===== src/rtl/core/cpw_pkg.sv =====
`timescale 1ns / 1ps

package cpw_pkg;

    // cordic sine / cosine and vectoring datapath widths
    localparam int C_W = 32;
    localparam int V_W = 48;
    localparam int TBL_LEN = 24;

    // atan(2^-i) in q30
    localparam logic [31:0] ATAN_TBL [TBL_LEN] = '{
        32'd843314857, 32'd497837829, 32'd263043837, 32'd133525159,
        32'd67021687,  32'd33543516,  32'd16775851,  32'd8388437,
        32'd4194283,   32'd2097149,   32'd1048576,   32'd524288,
        32'd262144,    32'd131072,    32'd65536,     32'd32768,
        32'd16384,     32'd8192,      32'd4096,      32'd2048,
        32'd1024,      32'd512,       32'd256,       32'd128
    };

    localparam longint Q30_PI = 64'd3373259426;
    localparam longint Q30_HALF_PI = 64'd1686629713;
    localparam longint Q30_KINF = 64'd652032874;
    localparam int OUT_MAX = 131071;

    // configuration register indexes
    typedef enum logic [2:0] {
        REG_FRAME_WIDTH  = 3'd0,
        REG_FRAME_HEIGHT = 3'd1,
        REG_FOV_H        = 3'd2,
        REG_FOV_V        = 3'd3,
        REG_CAMERA_TILT  = 3'd4,
        REG_OBJECT_DEPTH = 3'd5
    } cfg_reg_t;

    // vectoring special cases when x is zero
    typedef enum logic [1:0] {
        SPEC_NONE = 2'd0,
        SPEC_POS  = 2'd1,
        SPEC_NEG  = 2'd2,
        SPEC_ZERO = 2'd3
    } vec_spec_t;

    // clamp to the symmetric output range
    function automatic logic signed [17:0] sat_out(input logic signed [23:0] v);
        logic signed [17:0] r;
        if (v > 24'sd131071)
        begin
            r = 18'sd131071;
        end
        else if (v < -24'sd131071)
        begin
            r = -18'sd131071;
        end
        else
        begin
            r = v[17:0];
        end
        return r;
    endfunction

endpackage


===== src/rtl/core/cpw_rot_cordic.sv =====
`timescale 1ns / 1ps

module cpw_rot_cordic
    import cpw_pkg::*;
#(
    parameter int STEPS = 16,
    parameter int ZW = 35,
    parameter int TAG_W = 1
)
(
    input  logic                    clk,
    input  logic                    rst_n,
    input  logic                    in_valid,
    input  logic signed [ZW-1:0]    in_angle,
    input  logic [TAG_W-1:0]        in_tag,
    output logic                    out_valid,
    output logic signed [C_W-1:0]   out_cos,
    output logic signed [C_W-1:0]   out_sin,
    output logic [TAG_W-1:0]        out_tag
);

    localparam logic signed [ZW-1:0] PI_Z = ZW'(Q30_PI);
    localparam logic signed [ZW-1:0] HALF_PI_Z = ZW'(Q30_HALF_PI);
    localparam logic signed [C_W-1:0] KINF_C = C_W'(Q30_KINF);

    logic signed [C_W-1:0] x_reg [0:STEPS];
    logic signed [C_W-1:0] y_reg [0:STEPS];
    logic signed [ZW-1:0]  z_reg [0:STEPS];
    logic                  neg_reg [0:STEPS];
    logic [TAG_W-1:0]      tag_reg [0:STEPS];
    logic                  valid_reg [0:STEPS];

    logic signed [C_W-1:0] x_next [0:STEPS-1];
    logic signed [C_W-1:0] y_next [0:STEPS-1];
    logic signed [ZW-1:0]  z_next [0:STEPS-1];

    logic signed [ZW-1:0]  z0_next;
    logic                  neg0_next;

    logic signed [C_W-1:0] cos_reg;
    logic signed [C_W-1:0] sin_reg;
    logic [TAG_W-1:0]      otag_reg;
    logic                  ovalid_reg;

    // fold the angle into +-pi/2
    always_comb
    begin
        z0_next = in_angle;
        neg0_next = 1'b0;
        if (in_angle > HALF_PI_Z)
        begin
            z0_next = in_angle - PI_Z;
            neg0_next = 1'b1;
        end
        else if (in_angle < -HALF_PI_Z)
        begin
            z0_next = in_angle + PI_Z;
            neg0_next = 1'b1;
        end
    end

    // one micro-rotation per stage
    always_comb
    begin
        for (int k = 0; k < STEPS; k++)
        begin
            if (z_reg[k] >= 0)
            begin
                x_next[k] = x_reg[k] - (y_reg[k] >>> k);
                y_next[k] = y_reg[k] + (x_reg[k] >>> k);
                z_next[k] = z_reg[k] - $signed(ZW'(ATAN_TBL[k]));
            end
            else
            begin
                x_next[k] = x_reg[k] + (y_reg[k] >>> k);
                y_next[k] = y_reg[k] - (x_reg[k] >>> k);
                z_next[k] = z_reg[k] + $signed(ZW'(ATAN_TBL[k]));
            end
        end
    end

    // valid bits
    always_ff @(posedge clk or negedge rst_n)
    begin
        if (!rst_n)
        begin
            for (int k = 0; k <= STEPS; k++)
            begin
                valid_reg[k] <= 1'b0;
            end
            ovalid_reg <= 1'b0;
        end
        else
        begin
            valid_reg[0] <= in_valid;
            for (int k = 0; k < STEPS; k++)
            begin
                valid_reg[k+1] <= valid_reg[k];
            end
            ovalid_reg <= valid_reg[STEPS];
        end
    end

    // datapath stages
    always_ff @(posedge clk)
    begin
        x_reg[0] <= KINF_C;
        y_reg[0] <= '0;
        z_reg[0] <= z0_next;
        neg_reg[0] <= neg0_next;
        tag_reg[0] <= in_tag;
        for (int k = 0; k < STEPS; k++)
        begin
            x_reg[k+1] <= x_next[k];
            y_reg[k+1] <= y_next[k];
            z_reg[k+1] <= z_next[k];
            neg_reg[k+1] <= neg_reg[k];
            tag_reg[k+1] <= tag_reg[k];
        end
        cos_reg <= neg_reg[STEPS] ? -x_reg[STEPS] : x_reg[STEPS];
        sin_reg <= neg_reg[STEPS] ? -y_reg[STEPS] : y_reg[STEPS];
        otag_reg <= tag_reg[STEPS];
    end

    assign out_valid = ovalid_reg;
    assign out_cos = cos_reg;
    assign out_sin = sin_reg;
    assign out_tag = otag_reg;

endmodule


===== config.mk =====
export PLATFORM = sky130hd
export DESIGN_NAME = cpw_rot_cordic
export DESIGN_NICKNAME = d
export VERILOG_FILES = /design/src/rtl/core/cpw_pkg.sv /design/src/rtl/core/cpw_rot_cordic.sv
export SDC_FILE = /design/constraint.sdc
export NUM_CORES = 2
export LEC_CHECK = 0
export BUFFER_PORTS_ARGS = -buffer_cell sky130_fd_sc_hd__buf_2
export CAP_MARGIN = 10
export CORE_ASPECT_RATIO = 1.75
export CORE_UTILIZATION = 35
export CTS_CLUSTER_SIZE = 30
export DETAILED_ROUTE_END_ITERATION = 6
export PLACE_DENSITY = 0.57
export SETUP_SLACK_MARGIN = 0.02
export SLEW_MARGIN = 20
export SYNTH_ARGS = -nofsm -noshare
export SYNTH_HDL_FRONTEND = slang
export SYNTH_SLANG_ARGS = --single-unit
export TNS_END_PERCENT = 20

===== constraint.sdc =====
create_clock -name clk -period 6.3 [get_ports clk]
set_input_delay 1.26 -clock clk [delete_from_list [all_inputs] [get_ports clk]]
set_output_delay 1.26 -clock clk [all_outputs]
set_load 0.01 [all_outputs]

==> summary.md <==
| Metric | Value |
|---|---|
| Synthesized area | 106000 sq um |
| First-pass GRT wire length | 473 mm |
| Setup crit start kind | flop |
| Final HPWL DP | 257 mm |
| Main synth FF type | dfxtp_1 |
| Headroom to the max-slew limit | 24.0% |
| Most frequent cells in the layout | 1474 x dfxtp_1, 1308 x ha_1, 1174 x xnor2_1, 993 x a21oi_1, 903 x nor2_1 |
| Total negative slack | 0 ps |
| Ports | 105 |
| TritonCTS Sinks | 1501 |
| Root Driver | clkbuf_16 |
| DRT antenna net count | 0 |
| DRT Pass-1 Iters | 6 |
| Initial antenna violation count | 1 |
| Hold/Removal Path Class | reg -> reg |
| Max cap viols | 0 |
| Nets@finish | 14000 |
| Tcrit/Tclk final | 82.7% |
| Placed cell areas | 112000 sq um |
| Number of buffers created by CTS | 170 |
| Area of the core | 302000 sq um |
| Fmax | 0.192 GHz |
| Post-Syn Instances | 12400 |
| Cts repair resizes | 0 |
| Most common cell after layout, fill and taps aside | dfxtp_1 |
| Crit Path Category | reg -> reg |
| Syn. warnings | 0 |
| Setup WS pre-CTS | 1140 ps |
| Post-synth EDFFs | 0 |
| Starting Density | 35.2% |
| Final slew viol count | 0 |
| Residual DRC | 0 |
| Fin. Hold Viols | 0 |
| Layout area overhead | 10.4% |
| Share of the synthesized area in the top cell type | 27.9% |
| Fillers | 31000 |
| Via/cell ratio | 5.30 |
| Post-Route WL | 310 mm |
| Post-synth cell types | 88 |
| Syn nets | 13800 |
| Async set-reset flop share out of synthesis | 1.20% |
| # rows | 267 |
| Clock transition at path regs | 60 ps |
| Leading area contributor after synthesis | dfxtp_1 |
| CP Data Arrival Time | 6000 ps |
| Register area share after synthesis | 28.3% |
| RSZ-0062 raised after global routing | no |
| Number of global-route vias before repair | 90200 |
| Die H | 731 um |
| Remaining Overflow, GRT | 0 |
| Clock Latency Late Sink | 880 ps |
| CTS tree | yes |
| Final setup vio count | 0 |
| Share of cells above drive strength 1 | 4.84% |
| Final instance area | 117000 sq um |
| Global Route Usage Sum | 19.6% |
| Buffers on Ports | 104 |
| Worst EP required | 7090 ps |
| Max clock buf depth | 4 |
| Global placement routability congestion | 1.03 |
| Post-Route Skew | 47.4 ps |
| Htree depth | 4 |
| Mapped Avg Cell Area | 8.55 sq um |
| Final WS setup | 1090 ps |
| Crit Path Max Fanout | 5 |
| Pin count of the biggest net entering global routing | 74 |
| Largest register FFs | 481 |
| Worst-Margin Slew | 1130 ps |
| Yosys reg bits | 1501 |
| Vias | 88800 |
| Die area | 306000 sq um |
| Register area | 30200 sq um |
| R2R setup slack | 1090 ps |
| Die width | 419 um |
| Status | finished clean |
| Setup bufs post-CTS | 0 |
| Post-DR wirelength/cell | 18.5 um |
| DR iter-0 viols | 3076 |
| Hold_buf cts | 0 |
| Synth area leaders | dfxtp_1 28%, ha_1 15%, xnor2_1 9.7% |
| Multi-input logic area | 73500 sq um |
| Final min period | 5210 ps |
| Endpoint class of the critical path | flop |
final cells by class:
type,instances,area share (%)
multi-input cells,10200,62.6
flip-flops and latches,1501,25.7
well taps,4035,4.30
clock buffers,231,4.07
inverters,536,1.71
repair buffers,189,0.987
clock inverters,65,0.674
diodes,3,0.00639
worst max-delay path: stages, from the launching register on:
cell and delay [ps]:
dfxtp_1 370, nor4_1 470, inv_1 110, nor3_1 270, nand2_1 110, or2_2 340
o21ai_0 210, xnor2_1 160, ha_1 310, a21o_1 210, a22o_1 260, a211o_1 270
a21oi_1 230, o21ai_0 220, nor3b_1 220, o41ai_1 640, o21ai_0 230, o41ai_1 340
xnor2_1 160
stage by stage:
step,instances,utilization [%],hold slack (ps)
after floorplan,12400,-,310
after global placement,16500,37.0,311
after detailed placement,16500,37.0,312
after CTS,16800,38.8,273
after global routing,16800,38.8,316
final,16800,38.8,308
cell usage after synthesis, drive strengths merged (27+ instances only):
cell type and number:
a2111oi 38, a211o 40, a211oi 114, a21boi 41
a21o 554, a21oi 993, a31o 27, a31oi 105
and2 61, and3 110, and4 30, buf 27
clkbuf 164, dfxtp 1483, fa 44, ha 1308
inv 531, nand2 804, nand2b 176, nand3 230
nand4 82, nor2 903, nor2b 167, nor3 244
nor3b 34, nor4 75, o2111ai 27, o211ai 61
o21a 196, o21ai 810, o21bai 150, o31a 52
o31ai 253, o41ai 97, or2 84, or3 155
or4 80, xnor2 1174, xor2 586
routing by layer:
layer,up-vias,global-route usage (%),part of all wire (%)
li1,45400,-,-
met1,40800,13.7,29
met2,1560,42.0,58
met3,1090,2.05,2.2
met4,0,19.8,11
met5,-,0,0
path summary, 6_finish.rpt:
path,start,to,depth (start not counted)
worst max register to register,x_reg[0][399]$_DFF_P_,y_reg[13][30]$_DFF_P_,18
worst min-delay path,z_reg[0][402]$_DFF_P_,z_reg[0][437]$_DFF_P_,0
worst min register to register,z_reg[0][402]$_DFF_P_,z_reg[0][437]$_DFF_P_,0
worst max-delay path,x_reg[0][399]$_DFF_P_,y_reg[13][30]$_DFF_P_,18
min in group asynchronous,rst_n,valid_reg[1]$_DFF_PN0_,1
max in group asynchronous,rst_n,valid_reg[9]$_DFF_PN0_,1
cell families (layout without fill, tap and decap cells):
group	count (synthesis)	count (layout)	synth area share, %
compound gates	3779	3779	23.0
simple gates	3294	3294	15.2
fa+ha+maj	1352	1352	16.2
mux	23	23	0.216
xor+xnor	1760	1760	14.5
other cells	0	3	0
buf+inv	727	1021	2.57
flops	1501	1501	28.3
Power is left out: the tool's default activity adds up to more than one toggle a clock period on the data nets, which glitch-free logic cannot reach.
